<file path="src/rtl/mstb_pkg.sv">
// ---------------------------------------------------------------------------
// mstb_pkg: shared types and constants of the timer slot bank
// Slot record, request codes, controller states and result field widths.
// ---------------------------------------------------------------------------
package mstb_pkg;

    localparam int CNT_W  = 16;
    localparam int SLOT_W = 3;
    localparam int RPT_W  = 4;
    localparam logic [RPT_W-1:0] MAX_REPORTS = 4'd8;

    typedef enum logic [1:0] {
        FUNC_TICK   = 2'd0,
        FUNC_CREATE = 2'd1,
        FUNC_DELETE = 2'd2,
        FUNC_POLL   = 2'd3
    } func_t;

    typedef enum logic [1:0] {
        ST_IDLE  = 2'd0,
        ST_SWEEP = 2'd1,
        ST_FLUSH = 2'd2
    } state_t;

    typedef struct packed {
        logic             en;
        logic [CNT_W-1:0] rem;
        logic [CNT_W-1:0] reload;
        logic             periodic;
        logic             notify;
    } slot_t;

endpackage

</file>
<file path="src/rtl/mstb_cell.sv">
// ---------------------------------------------------------------------------
// mstb_cell: one timer slot of the ring
// Holds one slot record and takes its neighbor's record on each shift.
// ---------------------------------------------------------------------------
module mstb_cell
(
    input  logic           clk,
    input  logic           rst_n,
    input  logic           shift,
    input  mstb_pkg::slot_t d,
    output mstb_pkg::slot_t q
);

    logic                       en_reg;
    logic [mstb_pkg::CNT_W-1:0] rem_reg;
    logic [mstb_pkg::CNT_W-1:0] reload_reg;
    logic                       periodic_reg;
    logic                       notify_reg;

    always_ff @(posedge clk or negedge rst_n)
    begin
        if (!rst_n)
        begin
            en_reg <= 1'b0;
        end
        else if (shift)
        begin
            en_reg <= d.en;
        end
    end

    always_ff @(posedge clk)
    begin
        if (shift)
        begin
            rem_reg      <= d.rem;
            reload_reg   <= d.reload;
            periodic_reg <= d.periodic;
            notify_reg   <= d.notify;
        end
    end

    assign q.en       = en_reg;
    assign q.rem      = rem_reg;
    assign q.reload   = reload_reg;
    assign q.periodic = periodic_reg;
    assign q.notify   = notify_reg;

endmodule

</file>
<file path="src/rtl/multi_slot_timer_bank.sv">
// ---------------------------------------------------------------------------
// multi_slot_timer_bank: bank of one-shot and periodic timer slots
// Tick, create, delete and poll requests served by a rotating ring of slots.
// ---------------------------------------------------------------------------
// The slots sit in a ring of cells that rotates by one slot per cycle past a
// single update point, so every request walks the whole ring. The ring holds
// while a poll report waits on an untaken result register. A request is
// accepted, swept past every slot, then gives its final result. Requests
// are taken one at a time. Tick, create and delete give one result; a poll
// gives one result per expired slot (at most eight), in slot order, or one
// empty result, with tlast on the final one.
module multi_slot_timer_bank
#(
    parameter int NUM_SLOTS = 8
)
(
    input  logic        clk,
    input  logic        rst_n,
    input  logic        s_tvalid,
    output logic        s_tready,
    input  logic [23:0] s_tdata,   // period[15:0], periodic[16], notify[17], slot[20:18]
    input  logic [1:0]  s_tuser,   // func[1:0]
    output logic        m_tvalid,
    input  logic        m_tready,
    output logic [7:0]  m_tdata,   // status[0], slot_out[3:1], fired[4]
    output logic        m_tlast
);

    localparam int IDX_W = (NUM_SLOTS > 1) ? $clog2(NUM_SLOTS) : 1;
    localparam int CMP_W = (IDX_W > mstb_pkg::SLOT_W) ? IDX_W : mstb_pkg::SLOT_W;
    localparam logic [IDX_W-1:0] LAST_IDX = IDX_W'(NUM_SLOTS - 1);

    mstb_pkg::state_t state_reg, state_next;

    mstb_pkg::func_t                func_reg;
    logic [mstb_pkg::CNT_W-1:0]     period_reg;
    logic                           periodic_reg;
    logic                           notify_reg;
    logic [mstb_pkg::SLOT_W-1:0]    sel_reg;

    logic [IDX_W-1:0]               cnt_reg;
    logic                           found_reg;
    logic [mstb_pkg::SLOT_W-1:0]    found_slot_reg;
    logic                           del_ok_reg;
    logic                           pend_valid_reg;
    logic [mstb_pkg::SLOT_W-1:0]    pend_slot_reg;
    logic [mstb_pkg::RPT_W-1:0]     n_reg;

    logic                           out_valid_reg;
    logic                           out_status_reg;
    logic [mstb_pkg::SLOT_W-1:0]    out_slot_reg;
    logic                           out_fired_reg;
    logic                           out_last_reg;

    mstb_pkg::slot_t                cell_q [NUM_SLOTS];
    mstb_pkg::slot_t                head;
    mstb_pkg::slot_t                head_new;

    logic                           accept;
    logic                           sweeping;
    logic                           advance;
    logic                           out_free;
    logic                           fires;
    logic                           report;
    logic                           push_sweep;
    logic                           push_flush;
    logic                           do_create;
    logic                           do_delete;
    logic [mstb_pkg::SLOT_W-1:0]    cnt_slot;
    logic                           fin_status;
    logic [mstb_pkg::SLOT_W-1:0]    fin_slot;
    logic                           fin_fired;

    // slot ring
    genvar gi;
    generate
        for (gi = 0; gi < NUM_SLOTS; gi++)
        begin : g_cell
            mstb_pkg::slot_t cell_d;
            if (gi == NUM_SLOTS - 1)
            begin : g_tail
                assign cell_d = head_new;
            end
            else
            begin : g_link
                assign cell_d = cell_q[gi + 1];
            end
            mstb_cell u_cell
            (
                .clk   (clk),
                .rst_n (rst_n),
                .shift (advance),
                .d     (cell_d),
                .q     (cell_q[gi])
            );
        end
    endgenerate

    assign head     = cell_q[0];
    assign cnt_slot = mstb_pkg::SLOT_W'(cnt_reg);
    assign accept   = s_tvalid && s_tready;
    assign sweeping = (state_reg == mstb_pkg::ST_SWEEP);
    assign out_free = !out_valid_reg || m_tready;

    assign fires     = (func_reg == mstb_pkg::FUNC_POLL) && head.en && head.notify
                       && (head.rem == '0);
    assign report    = fires && (n_reg < mstb_pkg::MAX_REPORTS);
    assign advance   = sweeping && !(report && pend_valid_reg && !out_free);
    assign push_sweep = advance && report && pend_valid_reg;
    assign push_flush = (state_reg == mstb_pkg::ST_FLUSH) && out_free;
    assign do_create = (func_reg == mstb_pkg::FUNC_CREATE) && !found_reg && !head.en;
    assign do_delete = (func_reg == mstb_pkg::FUNC_DELETE) && head.en
                       && (CMP_W'(cnt_reg) == CMP_W'(sel_reg));

    // update the slot at the head of the ring
    always_comb
    begin
        head_new = head;
        case (func_reg)
            mstb_pkg::FUNC_TICK:
            begin
                if (head.en && (head.rem != '0))
                begin
                    head_new.rem = head.rem - 1'b1;
                end
            end
            mstb_pkg::FUNC_CREATE:
            begin
                if (do_create)
                begin
                    head_new.en       = 1'b1;
                    head_new.rem      = period_reg;
                    head_new.reload   = period_reg;
                    head_new.periodic = periodic_reg;
                    head_new.notify   = notify_reg;
                end
            end
            mstb_pkg::FUNC_DELETE:
            begin
                if (do_delete)
                begin
                    head_new.en = 1'b0;
                end
            end
            mstb_pkg::FUNC_POLL:
            begin
                if (fires)
                begin
                    if (head.periodic)
                    begin
                        head_new.rem = head.reload;
                    end
                    else
                    begin
                        head_new.en = 1'b0;
                    end
                end
            end
            default:
            begin
                head_new = head;
            end
        endcase
    end

    // final result of the request
    always_comb
    begin
        fin_status = 1'b0;
        fin_slot   = '0;
        fin_fired  = 1'b0;
        case (func_reg)
            mstb_pkg::FUNC_TICK:
            begin
                fin_status = 1'b0;
            end
            mstb_pkg::FUNC_CREATE:
            begin
                fin_status = !found_reg;
                fin_slot   = found_reg ? found_slot_reg : '0;
            end
            mstb_pkg::FUNC_DELETE:
            begin
                fin_status = !del_ok_reg;
                fin_slot   = sel_reg;
            end
            mstb_pkg::FUNC_POLL:
            begin
                fin_slot  = pend_valid_reg ? pend_slot_reg : '0;
                fin_fired = pend_valid_reg;
            end
            default:
            begin
                fin_status = 1'b0;
            end
        endcase
    end

    always_ff @(posedge clk or negedge rst_n)
    begin
        if (!rst_n)
        begin
            state_reg <= mstb_pkg::ST_IDLE;
        end
        else
        begin
            state_reg <= state_next;
        end
    end

    always_comb
    begin
        state_next = state_reg;
        s_tready   = 1'b0;
        case (state_reg)
            mstb_pkg::ST_IDLE:
            begin
                s_tready = 1'b1;
                if (s_tvalid)
                begin
                    state_next = mstb_pkg::ST_SWEEP;
                end
            end
            mstb_pkg::ST_SWEEP:
            begin
                if (advance && (cnt_reg == LAST_IDX))
                begin
                    state_next = mstb_pkg::ST_FLUSH;
                end
            end
            mstb_pkg::ST_FLUSH:
            begin
                if (out_free)
                begin
                    state_next = mstb_pkg::ST_IDLE;
                end
            end
            default:
            begin
                state_next = mstb_pkg::ST_IDLE;
            end
        endcase
    end

    // latch the request
    always_ff @(posedge clk)
    begin
        if (accept)
        begin
            func_reg     <= mstb_pkg::func_t'(s_tuser);
            period_reg   <= s_tdata[15:0];
            periodic_reg <= s_tdata[16];
            notify_reg   <= s_tdata[17];
            sel_reg      <= s_tdata[20:18];
        end
    end

    // sweep bookkeeping
    always_ff @(posedge clk or negedge rst_n)
    begin
        if (!rst_n)
        begin
            cnt_reg        <= '0;
            found_reg      <= 1'b0;
            del_ok_reg     <= 1'b0;
            pend_valid_reg <= 1'b0;
            n_reg          <= '0;
        end
        else if (accept)
        begin
            cnt_reg        <= '0;
            found_reg      <= 1'b0;
            del_ok_reg     <= 1'b0;
            pend_valid_reg <= 1'b0;
            n_reg          <= '0;
        end
        else if (advance)
        begin
            cnt_reg <= (cnt_reg == LAST_IDX) ? '0 : cnt_reg + 1'b1;
            if (do_create)
            begin
                found_reg <= 1'b1;
            end
            if (do_delete)
            begin
                del_ok_reg <= 1'b1;
            end
            if (report)
            begin
                pend_valid_reg <= 1'b1;
                n_reg          <= n_reg + 1'b1;
            end
        end
    end

    always_ff @(posedge clk)
    begin
        if (advance && do_create)
        begin
            found_slot_reg <= cnt_slot;
        end
        if (advance && report)
        begin
            pend_slot_reg <= cnt_slot;
        end
    end

    // result register
    always_ff @(posedge clk or negedge rst_n)
    begin
        if (!rst_n)
        begin
            out_valid_reg <= 1'b0;
        end
        else if (push_sweep || push_flush)
        begin
            out_valid_reg <= 1'b1;
        end
        else if (m_tready)
        begin
            out_valid_reg <= 1'b0;
        end
    end

    always_ff @(posedge clk)
    begin
        if (push_sweep)
        begin
            out_status_reg <= 1'b0;
            out_slot_reg   <= pend_slot_reg;
            out_fired_reg  <= 1'b1;
            out_last_reg   <= 1'b0;
        end
        else if (push_flush)
        begin
            out_status_reg <= fin_status;
            out_slot_reg   <= fin_slot;
            out_fired_reg  <= fin_fired;
            out_last_reg   <= 1'b1;
        end
    end

    assign m_tvalid = out_valid_reg;
    assign m_tdata  = {3'b000, out_fired_reg, out_slot_reg, out_status_reg};
    assign m_tlast  = out_last_reg;

    a_report_limit: assert property (@(posedge clk) disable iff (!rst_n)
        n_reg <= mstb_pkg::MAX_REPORTS)
        else $error("poll report count beyond limit");

    a_flush_result: assert property (@(posedge clk) disable iff (!rst_n)
        (state_reg == mstb_pkg::ST_FLUSH && out_free) |=> (m_tvalid && m_tlast))
        else $error("final result missing after flush");

    a_sweep_stall: assert property (@(posedge clk) disable iff (!rst_n)
        (sweeping && !advance) |-> (out_valid_reg && !m_tready && pend_valid_reg))
        else $error("ring stalled without a blocked result");

    a_idle_start: assert property (@(posedge clk) disable iff (!rst_n)
        accept |=> (sweeping && cnt_reg == '0 && !pend_valid_reg))
        else $error("sweep did not start from the first slot");

endmodule
</file>
<file path="config.mk">
export PLATFORM = sky130hd
export DESIGN_NAME = multi_slot_timer_bank
export DESIGN_NICKNAME = d
export VERILOG_FILES = /design/src/rtl/mstb_pkg.sv /design/src/rtl/mstb_cell.sv /design/src/rtl/multi_slot_timer_bank.sv
export SDC_FILE = /design/constraint.sdc
export NUM_CORES = 1
export LEC_CHECK = 0
export ABC_CLOCK_PERIOD_IN_PS = 3000
export BUFFER_PORTS_ARGS = -buffer_cell sky130_fd_sc_hd__buf_4
export CAP_MARGIN = 20
export CORE_MARGIN = 1
export CORE_UTILIZATION = 40
export DETAILED_ROUTE_END_ITERATION = 8
export RECOVER_POWER = 50
export SYNTH_ARGS = -nofsm -noshare
export SYNTH_HDL_FRONTEND = slang
export SYNTH_SLANG_ARGS = --single-unit
</file>
<file path="constraint.sdc">
create_clock -name clk -period 3 [get_ports clk]
set_input_delay 0.3 -clock clk [delete_from_list [all_inputs] [get_ports clk]]
set_output_delay 0.3 -clock clk [all_outputs]
set_load 0.01 [all_outputs]
</file>
---- After elaboration in Yosys (flattened, before gate mapping) ----
Cells that the tools add are included.
Widths: inputs -> output; s select.
storage, ports and cells
  register bits after elaboration ......... 328
  input port bits ......................... 30
  output and inout port bits .............. 11
  word-level logic and storage cells ...... 150
cells by class
  add/sub/neg operators ................... 3
  magnitude comparators ................... 1
  eq/ne operators ......................... 10
  multiplexer cells ....................... 38
  reductions and logical operators ........ 40
operators by type and width
  kind                   number
  $pmux 16 s3            1
  $mux 35                1
  $mux 16                2
  $mux 3                 7
  $logic_and 1x1->1      18
  $mux 18                1
  $mux 17                1
  $logic_not 16->1       1
  $reduce_bool 16->1     1
  $sub 16x1->16 const B  1
  $mux 1                 15
  $mux 4                 3
  $reduce_bool 2->1      6
  $pmux 3 s3             1
  $eq 2x2->1 const B     3
  $logic_not 1->1        6
  $mux 2                 3
  $pmux 2 s3             1
  $reduce_and 2->1       3
  $add 4x1->4 const B    1
  $eq 2x1->1 const B     2
  $logic_not 2->1        2
  $lt 4x4->1 const B     1
  $ne 2x2->1 const B     2
  other kinds (8)        9

---- Logic depth before layout (Yosys ltp) ----
Gate-level depths: netlist (run 1).
  depth after elaboration ................. 13
  gate-level depth with buffers ........... 10
  mapped depth without buffers ............ 8

---- Modules after synthesis ----
Synthesis (run 1) repeated with hierarchy kept, for this count alone.
unflattened totals
  cell total of the unflattened synthesis .. 672
  area, all modules ....................... 11,806.3 um^2
by module, submodules not included
  module                 times used  cells each  area an instance (um^2)  sequential area each (um^2)
  mstb_cell              8           39          1,083.5                  1,046.0
  multi_slot_timer_bank  1           360         3,138.0                  1,346.3

---- Worst setup path before layout (run 1) ----
OpenSTA, ideal clock, no wires.
  path type ............................... register to register
  start point ............................. reg g_cell[0].u_cell.rem_reg[0] in the netlist's numbering
  end point ............................... reg g_cell[0].u_cell.notify_reg (enable)
  setup time .............................. 420 ps
  arrival time ............................ 2,661 ps
  data required time ...................... 2,580 ps
  path slack .............................. -81 ps
  cell stages (with the launch flop) ...... 9
  buffers on the path ..................... 2
  clock period less this slack ............ 3,081 ps
  cells stage by stage .................... edfxtp_1 inv_1 ha_1 nand4bb_1 nor4_4 buf_6 a41o_4 inv_2 buf_6
on the way
  word-level cells in the longest chain between the ends .. 7
ends and longest elaborated chain
  what                            RTL line                      text
  from (decl)                     mstb_cell.sv:15               logic [mstb_pkg::CNT_W-1:0] rem_reg;
  from (signal assigned)          mstb_cell.sv:36               rem_reg <= d.rem;
  $logic_not 16->1                multi_slot_timer_bank.sv:106  && (head.rem == '0);
  $logic_and 1x1->1               multi_slot_timer_bank.sv:106
  $logic_and 1x1->1               multi_slot_timer_bank.sv:107  assign report = fires && (n_reg < mstb_pkg::MAX_REPORTS);
  $logic_and 1x1->1 (2 in a row)  multi_slot_timer_bank.sv:108  assign advance = sweeping && !(report && pend_valid_reg && !out_free);
  $logic_not 1->1                 multi_slot_timer_bank.sv:108
  $logic_and 1x1->1               multi_slot_timer_bank.sv:108
  via advance                     multi_slot_timer_bank.sv:61   logic advance;
  to (signal assigned)            mstb_cell.sv:39               notify_reg <= d.notify;
  to (decl)                       mstb_cell.sv:18               logic notify_reg;
The timed path passes the listed nets, and every way through them passes these cells.
A chain may end at the register's enable or synchronous reset.

---- Final worst setup path (run 1) ----
  start point ............................. reg g_cell[0].u_cell.rem_reg[0] in the netlist's numbering
  end point ............................... reg g_cell[4].u_cell.reload_reg[15] in the netlist's numbering (enable)
on the way
  word-level cells in the longest chain between the ends .. 7
ends and longest elaborated chain
  what                            RTL line                      text
  $logic_not 16->1                multi_slot_timer_bank.sv:106
  $logic_and 1x1->1               multi_slot_timer_bank.sv:106
  $logic_and 1x1->1               multi_slot_timer_bank.sv:107
  $logic_and 1x1->1 (2 in a row)  multi_slot_timer_bank.sv:108
  $logic_not 1->1                 multi_slot_timer_bank.sv:108
  $logic_and 1x1->1               multi_slot_timer_bank.sv:108
  to (signal assigned)            mstb_cell.sv:37               reload_reg <= d.reload;
  to (decl)                       mstb_cell.sv:16               logic [mstb_pkg::CNT_W-1:0] reload_reg;
No other way between the ends.

==> results of run 1 <==
synth_stat cells, drive strengths merged, types with 8 or more instances:
| library cell | number | share of area (%) |
|---|---|---|
| a21oi | 9 | 0.41 |
| a221oi | 8 | 0.59 |
| buf | 17 | 1.0 |
| clkbuf | 11 | 0.35 |
| dfrtp | 21 | 4.4 |
| edfxtp | 304 | 77 |
| ha | 10 | 1.1 |
| inv | 15 | 0.47 |
| nand2 | 97 | 3.1 |
| nand2b | 9 | 0.47 |
| nand3 | 15 | 0.63 |
| nand4 | 8 | 0.42 |
| nor2 | 24 | 0.76 |
| o21ai | 17 | 0.72 |
through the flow:
| stage | util, % | hold WS [ns] | instances | worst slack [ns] | power, mW |
|---|---|---|---|---|---|
| after floorplan | - | 0.00441 | 684 | 0.0139 | 10.4 |
| after global placement | 44.0 | 0.201 | 1099 | 0.344 | 11.5 |
| after detailed placement | 44.0 | 0.212 | 1099 | 0.321 | 11.6 |
| after CTS | 48.9 | 0.149 | 1186 | 0.307 | 16.1 |
| after global routing | 48.7 | 0.164 | 1186 | 0.110 | 16.6 |
| final | 48.7 | 0.164 | 1186 | 0.285 | 15.9 |
cells in the final DEF (no fill, tap or decap), types with 5 or more instances in the layout:
master and n:
edfxtp_1 304, nand2_1 97, clkbuf_16 36, nor2_1 24, dlygate4sd3_1 24, clkbuf_4 23
dfrtp_1 21, buf_4 19, o21ai_0 17, clkbuf_1 16, nand3_1 15, inv_1 14
ha_1 10, nand2b_1 9, a21oi_1 8, nand4_1 8, a221oi_1 8, clkinv_1 8
buf_12 7, nor2b_1 6, nor3b_1 5, a221o_1 5, nand4b_1 5, mux2i_1 5
a31oi_1 5, bufinv_16 5
worst reg2reg max path, delay by kind of cell (launching register included):
| family | cells | cell delay (ns) |
|---|---|---|
| and+or+nand+nor | 2 | 0.63 |
| adders and majority gates | 1 | 0.23 |
| DFF | 1 | 0.51 |
| AOI/OAI and AO/OA | 1 | 0.42 |
| buffers and inverters | 3 | 0.67 |
final cells by class:
type,instances,share of cell area (%)
Sequential cell,328,68.9
Multi-Input combinational cell,313,13.7
Clock buffer,43,6.65
Timing Repair Buffer,83,5.20
Tap cell,384,3.41
Clock inverter,20,1.68
Inverter,15,0.453
report_power, final:
group / total [mW] / switching, mW / leakage, nW / internal [mW]
logic: 2.42 / 1.62 / 1.23 / 0.792
clock network: 4.32 / 1.66 / 0.569 / 2.66
registers: 9.13 / 0.921 / 3.34 / 8.21
layer usage:
metal	up-vias	global-route usage (%)
met2	114	20.4
met3	54	2.71
met4	0	5.88
li1	2809	-
met1	2978	20.4
met5	-	0
cell families after synthesis:
kind of cell	synth area share, %
flops	81.9
buf+inv	1.86
fa+ha+maj	1.05
compound gates	5.60
xor+xnor	0.369
other cells	0.0316
mux	0.707
simple gates	8.50
repair_timing:
action | 4_1_cts | 5_1_grt
endpoints found under the hold margin | 44 | 0
hold buffers | 24 | 0
gates resized for setup | 0 | 0
worst paths after layout:
path	end	depth (start not counted)
max	g_cell[4].u_cell.reload_reg[15]$_DFFE_PP_	7
min	state_reg[0]$_DFFE_PN0P_	3
max reg2reg	g_cell[4].u_cell.reload_reg[15]$_DFFE_PP_	7
min reg2reg	g_cell[6].u_cell.rem_reg[13]$_DFFE_PP_	0
max in group asynchronous	g_cell[6].u_cell.en_reg$_DFFE_PN0P_	2
min in group asynchronous	n_reg[1]$_DFFE_PN0P_	2
==> reports/metrics.cfg, run 1 <==
[timing]
fin_crit_sh_pct=90.5
grt_setup_unrepaired=no
relSlewSlack_pct=16.0
worst_pin_slew_ns=1.26
finalHoldViolCount=0
period_needed_ns=2.71
fmax_mhz=368
setup_viol=0
skew_ns=0.0229
slew_viol_final=0
tns_ns=0

[floorplanning]
die-area_um2=30400
die_x_um=174
num_rows=62
ioPinCount=41
core_um2=28900
start_util_pct=41.0
die_h_um=174

[yosys]
avgSynthCellArea_um2=17.4
synth_cell_types=72
synth_seq_cells=328
synth_edf_count=304
async_reset_ff_share_pct=6.40
synth_area_um2=11900
yosysSeqAreaShare_pct=81.9
syn_inst=682
synth-main-ff-cell=edfxtp_1
yosysWarnings=0

[pwr]
peakVddDrop_v=0.000491
p_leak_nw=5.14
power_density_nw_per_um2=1130

[place]
dp_hpwl_um=13200
place_area_um2=12700
portBuffers=34
place.gp.congestion=0.841

[status]
status=complete, no violations

[layout]
drive_above_1_share_pct=14.5
nNetsFinal=816
fin_area_um2=14100
n_antenna_cell=0
multi_input_area_um2=1930
num-fill-cells=2375
area_growth_pct=18.8
regArea_um2=9710

[worst_setup_path]
cp_top_family=simple AND/OR/NAND/NOR gates
slowest_delay_ns=0.51
cp-start-kind=flop
cp-startpoint=g_cell[0].u_cell.rem_reg[0]$_DFFE_PP_
worstReg2RegStart=g_cell[0].u_cell.rem_reg[0]$_DFFE_PP_
critPathBufInv=3
critPathArrivalTime_ns=2.96
required_ns=3.25
path_class=flop to flop
path_cells=inv_1 -> ha_1 -> nand4bb_1 -> nor4_4 -> a41o_4 -> inv_8 -> buf_4
worst_path_max_delay_cell=edfxtp_1
cp_max_fo=67
critical_path.endpoint_type=flop
timing.reg2reg.setup_slack_ns=0.29

[min_path]
hp-start=s_tvalid
hp-class=primary input to flop

[clocking]
post_cts_buffers=0
cts_root_buf=clkbuf_16
cts_sinks=328
htreeDepth=2
cts_tree=built
clk_pin_slew_ns=0.06
insertion_delay_ns=0.52
cts_buffers=35
clockBufferDepth=3

[routing]
drc=0
dr.pass1.iters=5
wl_met3_um=753
avgViaCountPerCell=5.02
met2_length_um=9270
antenna_left=0
detail_route.iter0.violations=443
wl_per_cell_um=17.6
routed_wl_um=20900
vias=5955
highest_layer=met4
wl_met1_um=10100

[global_routing]
grt_use_total_pct=14.0
grt_pass1_vias=5964
grt_pass1_wl_um=32700
antenna_found_initial=0
grt_max_degree=68
overflow=0

[job]
maxCapViolCount=0

No activity file was read; power rests on OpenSTA's default activity.
==> inputs of run 2 (changes only) <==
--- a/config.mk
+++ b/config.mk
@@ -13,2 +13,3 @@
 export DETAILED_ROUTE_END_ITERATION = 8
+export MAX_ROUTING_LAYER = met4
 export RECOVER_POWER = 50
==> constraint.sdc (replaced) <==
create_clock -name clk -period 3 [get_ports clk]
set_input_delay 0.75 -clock clk [delete_from_list [all_inputs] [get_ports clk]]
set_output_delay 0.75 -clock clk [all_outputs]
set_load 0.01 [all_outputs]
==> run 2 against run 1 <==
  * Total power is 3.6% lower
  * Worst hold slack improved by 0.25 ns
  * Core utilization is 1.4 points lower
  * Register-to-register slack improved by 0.05 ns
  * Largest power group unchanged
  * Cell area down 2.9%
  * Combinational power down 3%
==> reports/metrics.cfg, run 2 (synthesized netlist as in run 1, its figures left out) <==
[clocking]
htreeDepth=2  ; unchanged
postCtsHoldBufs=0  ; was 24
cts_tree=built  ; unchanged
clockBufferDepth=3  ; unchanged
cts_sinks=328  ; unchanged
cts_root_buf=clkbuf_16  ; unchanged
clk_pin_slew_ns=0.06  ; about the same
postCtsResizedCells=0  ; unchanged
post_cts_buffers=0  ; unchanged
insertion_delay_ns=0.50  ; was 0.52 ns
cts_buffers=34  ; was 35

[worst_setup_path]
critPathBufInv=1  ; was 3
worstReg2RegStart=func_reg[1]$_DFFE_PP_  ; was g_cell[0].u_cell.rem_reg[0]$_DFFE_PP_
path_class=flop to flop  ; unchanged
timing.reg2reg.setup_slack_ns=0.34  ; was 0.29 ns
cpMostUsedCell=o21ai_0
worstRegToRegCells=7  ; unchanged
cp_top_family=compound AO/OA/AOI/OAI gates  ; was simple AND/OR/NAND/NOR gates
cp-endpoint=g_cell[7].u_cell.rem_reg[5]$_DFFE_PP_  ; was g_cell[4].u_cell.reload_reg[15]$_DFFE_PP_
cp.depth=7  ; unchanged
slowest_delay_ns=0.56  ; was 0.51 ns
required_ns=3.27  ; was 3.25 ns
path_cells=inv_1 -> ha_1 -> o21a_1 -> nor2_1 -> a31oi_1 -> o21ai_0 -> o21ai_0  ; was inv_1 -> ha_1 -> nand4bb_1 -> nor4_4 -> a41o_4 -> inv_8 -> buf_4
r2r-end=g_cell[7].u_cell.rem_reg[5]$_DFFE_PP_  ; was g_cell[4].u_cell.reload_reg[15]$_DFFE_PP_
worst_path_max_delay_cell=a31oi_1  ; was edfxtp_1
critical_path.endpoint_type=flop  ; unchanged
cp_max_fo=10  ; was 67
critPathArrivalTime_ns=2.93  ; was 2.96 ns
cp-start-kind=flop  ; unchanged
cp-startpoint=func_reg[1]$_DFFE_PP_  ; was g_cell[0].u_cell.rem_reg[0]$_DFFE_PP_

[routing]
wl_per_cell_um=17.5  ; was 17.6 um
avgViaCountPerCell=5.02  ; about the same
antenna_left=0  ; unchanged
routed_wl_um=20300  ; was 20,900 um
vias=5844  ; was 5,955
drc=0  ; unchanged
detail_route.iter0.violations=332  ; was 443
dr.pass1.iters=7  ; was 5

[layout]
layout_commonest_cell=edfxtp_1  ; unchanged
regArea_um2=9710  ; unchanged
nNetsFinal=794  ; was 816
area_growth_pct=15.4  ; was 18.8%
n_antenna_cell=0  ; unchanged
drive_above_1_share_pct=14.9  ; was 14.5%
final_cell_mix=edfxtp_1 (304), nand2_1 (97), clkbuf_16 (35)  ; was edfxtp_1 (304), nand2_1 (97), clkbuf_16 (36)
multi_input_area_um2=1930  ; unchanged
final_util_pct=47.3  ; was 48.7%
num-fill-cells=2434  ; was 2,375

[global_routing]
grt_max_degree=64  ; was 68
grt_pass1_vias=5851  ; was 5,964
grt_use_total_pct=14.3  ; was 14.0%
antenna_found_initial=0  ; unchanged
grt_pass1_wl_um=32500  ; was 32,700 um
overflow=0  ; unchanged

[floorplanning]
start_util_pct=41.0  ; unchanged
ioPinCount=41  ; unchanged
die-area_um2=30400  ; unchanged
core_um2=28900  ; unchanged
die_h_um=174  ; unchanged
num_rows=62  ; unchanged
die_x_um=174  ; unchanged

[timing]
relSlewSlack_pct=22.4  ; was 16.0%
hold_slack_ns=0.409  ; was 0.164 ns
fmax_mhz=376  ; was 368 MHz
grt_setup_unrepaired=no  ; unchanged
finalHoldViolCount=0  ; unchanged
slew_viol_final=0  ; unchanged
tns_ns=0  ; unchanged
setup_viol=0  ; unchanged
skew_ns=0.0157  ; was 0.0229 ns
period_needed_ns=2.66  ; was 2.71 ns
fin_crit_sh_pct=88.7  ; was 90.5%
worst_pin_slew_ns=1.16  ; was 1.26 ns
fin_ws_ns=0.339  ; was 0.285 ns

[place]
dp_hpwl_um=13000  ; was 13,200 um
post-place-ws_ns=0.361  ; was 0.321 ns
portBuffers=34  ; unchanged
place.gp.congestion=0.857  ; was 0.841

[status]
status=complete, no violations  ; unchanged

[pwr]
pwr-share-clk_pct=25.0  ; was 27.2%
peakVddDrop_v=0.000472  ; was 0.000491 V
combPwrFrac_pct=15.4  ; was 15.2%
swShare_pct=26.8  ; was 26.5%
p_leak_nw=4.97  ; was 5.14 nW
p_int_mw=11.2  ; was 11.7 mW
power_density_nw_per_um2=1120  ; was 1130 nW/um^2
total_power_mw=15.3  ; was 15.9 mW
switching_power_mw=4.10  ; was 4.20 mW
p_seq_share_pct=59.6  ; was 57.6%

[min_path]
hp-class=flop to flop  ; was primary input to flop

[job]
maxCapViolCount=0  ; unchanged

## run 2: cell types whose count changed in the layout (fill, tap and decap cells not counted), sizes merged
cell / before / now
dlygate4sd3: 24 / 0
bufinv: 5 / 1
buf: 26 / 28
clkinv: 13 / 12
clkbuf: 76 / 80
## run 2: per-layer routing
| layer | up-vias | global-route usage [%] | wire, um |
|---|---|---|---|
| met5 | - | - | 0 |
| met4 | 0 | 5.23 | 571 |
| met3 | 50 | 2.69 | 869 |
| met2 | 127 | 20.7 | 9130 |
| met1 | 2911 | 20.2 | 9750 |
| li1 | 2756 | - | - |
## run 2: power groups by stage
stage | combinational, mW | clock (mW) | sequential [mW]
final | 2.35 | 3.83 | 9.13
after global routing | 2.63 | 4.12 | 9.39
after CTS | 2.43 | 3.96 | 9.16
after detailed placement | 2.41 | 0 | 9.19
after global placement | 2.35 | 0 | 9.08
after floorplan | 1.59 | 0 | 8.82
## run 2: stage by stage
| step | std cells | area [um^2] |
|---|---|---|
| detailed placement | 1102 | 12700 |
| floorplan | 684 | 11900 |
| CTS | 1163 | 13700 |
| finish | 1163 | 13700 |
| global route | 1163 | 13700 |
| global placement | 1102 | 12700 |
## run 2: worst min-delay path by stage
stage	startpoint	end	slack (ns)	cells after the start
finish	g_cell[2].u_cell.reload_reg[4]$_DFFE_PP_	g_cell[1].u_cell.reload_reg[4]$_DFFE_PP_	0.41	0
global route	g_cell[1].u_cell.reload_reg[5]$_DFFE_PP_	g_cell[0].u_cell.reload_reg[5]$_DFFE_PP_	0.41	0
CTS	rst_n	cnt_reg[2]$_DFFE_PN0P_	0.12	1
detailed placement	g_cell[1].u_cell.reload_reg[11]$_DFFE_PP_	g_cell[0].u_cell.reload_reg[11]$_DFFE_PP_	0.40	0
global placement	g_cell[2].u_cell.reload_reg[4]$_DFFE_PP_	g_cell[1].u_cell.reload_reg[4]$_DFFE_PP_	0.40	0
floorplan	g_cell[1].u_cell.notify_reg$_DFFE_PP_	g_cell[0].u_cell.notify_reg$_DFFE_PP_	0.40	0
## run 2: layout make-up
| type | count | share of cell area, % |
|---|---|---|
| multi-input combinational | 313 | 14.1 |
| clock buffer | 46 | 6.70 |
| inverter | 15 | 0.466 |
| clock inverter | 15 | 0.795 |
| sequential | 328 | 70.9 |
| tap | 384 | 3.51 |
| timing repair buffer | 62 | 3.47 |
==> inputs of run 3 (changes only) <==
- CORE_UTILIZATION: 40 -> 55
- PLACE_DENSITY: unset -> 0.75
==> run 3 against run 2 <==
  * The run now ends with capacitance limit, slew limit left
  * Non-clock buffer count decreased by 2
  * Maximum frequency decreased by 3.2%
  * Final cell count shrank 9.7%
  * First-iteration DRC count grew 33%
  * Cell area fell by 0.40%
  * Wire length fell by 0.94%
  * Register-to-register slack worse by 0.09 ns
  * Highest routed layer unchanged
  * Largest power group unchanged
  * Combinational power about the same
==> reports/metrics.cfg, run 3 (synthesized netlist as in run 1, its figures left out) <==
[pwr]
peakVddDrop_v=0.000778  ; was 0.000472 V
p_leak_nw=5.00  ; was 4.97 nW
power_density_nw_per_um2=1140  ; was 1120 nW/um^2

[place]
place.gp.congestion=0.881  ; was 0.857
portBuffers=34  ; unchanged
place_area_um2=12600  ; was 12,700 um^2
dp_hpwl_um=12600  ; was 13,000 um

[worst_setup_path]
required_ns=3.24  ; was 3.27 ns
critPathArrivalTime_ns=2.99  ; was 2.93 ns
cp_max_fo=48  ; was 10
path_class=flop to flop  ; unchanged
critical_path.endpoint_type=flop  ; unchanged
cp-start-kind=flop  ; unchanged

[timing]
fmax_mhz=364  ; was 376 MHz
skew_ns=0.0150  ; was 0.0157 ns
slew_viol_final=27  ; was 0
fin_crit_sh_pct=91.6  ; was 88.7%
period_needed_ns=2.75  ; was 2.66 ns
tns_ns=0  ; unchanged
worst_pin_slew_ns=1.59  ; was 1.16 ns
setup_viol=0  ; unchanged
finalHoldViolCount=0  ; unchanged
relSlewSlack_pct=-6.14  ; was 22.4%
grt_setup_unrepaired=no  ; unchanged

[global_routing]
grt_use_total_pct=19.7  ; was 14.3%
grt_pass1_vias=5953  ; was 5,851
grt_max_degree=49  ; was 64
antenna_found_initial=0  ; unchanged
grt_pass1_wl_um=31800  ; was 32,500 um
overflow=0  ; unchanged

[routing]
vias=5914  ; was 5,844
routed_wl_um=20100  ; was 20,300 um
drc=0  ; unchanged
dr.pass1.iters=5  ; was 7
avgViaCountPerCell=5.63  ; was 5.02
detail_route.iter0.violations=443  ; was 332
wl_per_cell_um=19.2  ; was 17.5 um
antenna_left=0  ; unchanged

[layout]
area_growth_pct=14.9  ; was 15.4%
layout_commonest_cell=edfxtp_1  ; unchanged
fin_area_um2=13600  ; was 13,700 um^2
final_cell_mix=edfxtp_1 (304), nand2_1 (97), clkbuf_16 (37)  ; was edfxtp_1 (304), nand2_1 (97), clkbuf_16 (35)
n_antenna_cell=0  ; unchanged
final_util_pct=64.7  ; was 47.3%
nNetsFinal=792  ; was 794
drive_above_1_share_pct=15.0  ; was 14.9%

[clocking]
cts_buffers=34  ; unchanged
cts_sinks=328  ; unchanged
clockBufferDepth=3  ; unchanged
postCtsHoldBufs=0  ; unchanged
postCtsResizedCells=0  ; unchanged
post_cts_buffers=0  ; unchanged
clk_pin_slew_ns=0.06  ; about the same
cts_root_buf=clkbuf_16  ; unchanged
htreeDepth=2  ; unchanged
insertion_delay_ns=0.50  ; about the same
cts_tree=built  ; unchanged

[status]
status=finished, violations left  ; was complete, no violations
violations=capacitance limit, slew limit

[floorplanning]
die_x_um=149  ; was 174 um
start_util_pct=56.3  ; was 41.0%
ioPinCount=41  ; unchanged
core_um2=21100  ; was 28,900 um^2
die-area_um2=22200  ; was 30,400 um^2
die_h_um=149  ; was 174 um
num_rows=53  ; was 62

[job]
maxCapViolCount=1  ; was 0

[min_path]
hp-class=flop to flop  ; unchanged

==> run 3: critical path, stage by stage, from the launching register on <==
cell and delay, ns:
edfxtp_1 0.49, inv_1 0.10, ha_1 0.24, nand4bb_1 0.25, nor4_4 0.47, a41o_4 0.45
inv_8 0.17, buf_4 0.27
==> run 3: through the flow <==
step	hold WS, ns	std cells	total power [mW]	worst slack, ns
after CTS	0.120	1050	15.7	0.258
after detailed placement	0.405	991	11.6	0.303
after floorplan	0.400	684	10.4	0.0139
after global placement	0.400	991	11.4	0.350
after global routing	0.417	1050	16.3	0.0354
final	0.411	1050	15.6	0.252
==> run 3: final cells by class <==
cell class | instances | area, um^2
Fill cell | 1435 | 7450
Clock inverter | 16 | 139
Multi-Input combinational cell | 313 | 1940
Clock buffer | 43 | 948
Sequential cell | 328 | 9710
Tap cell | 275 | 344
Timing Repair Buffer | 60 | 484
Inverter | 15 | 63.8
==> run 3: power breakdown <==
group	leakage [nW]	internal, mW	total, mW	switching [mW]
combinational	1.13	0.757	2.33	1.57
sequential	3.34	8.22	9.21	0.987
clock	0.524	2.41	4.03	1.62
==> run 3: per-layer routing <==
| layer | vias up | track usage, % | wire (um) |
|---|---|---|---|
| met3 | 49 | 3.24 | 895 |
| met5 | - | - | 0 |
| met4 | 0 | 6.79 | 527 |
| met2 | 166 | 29.2 | 9220 |
| li1 | 2755 | - | - |
| met1 | 2944 | 28.1 | 9480 |
==> run 3: worst paths after layout <==
path	start	to	slack (ns)	cells after the start
min in group asynchronous	rst_n	cnt_reg[0]$_DFFE_PN0P_	0.46	1
worst min register to register	g_cell[1].u_cell.reload_reg[7]$_DFFE_PP_	g_cell[0].u_cell.reload_reg[7]$_DFFE_PP_	0.41	0
worst min-delay path	g_cell[1].u_cell.reload_reg[7]$_DFFE_PP_	g_cell[0].u_cell.reload_reg[7]$_DFFE_PP_	0.41	0
worst max-delay path	g_cell[0].u_cell.rem_reg[0]$_DFFE_PP_	g_cell[2].u_cell.reload_reg[5]$_DFFE_PP_	0.25	7
max in group asynchronous	rst_n	g_cell[3].u_cell.en_reg$_DFFE_PN0P_	1.84	1
worst max register to register	g_cell[0].u_cell.rem_reg[0]$_DFFE_PP_	g_cell[2].u_cell.reload_reg[5]$_DFFE_PP_	0.25	7
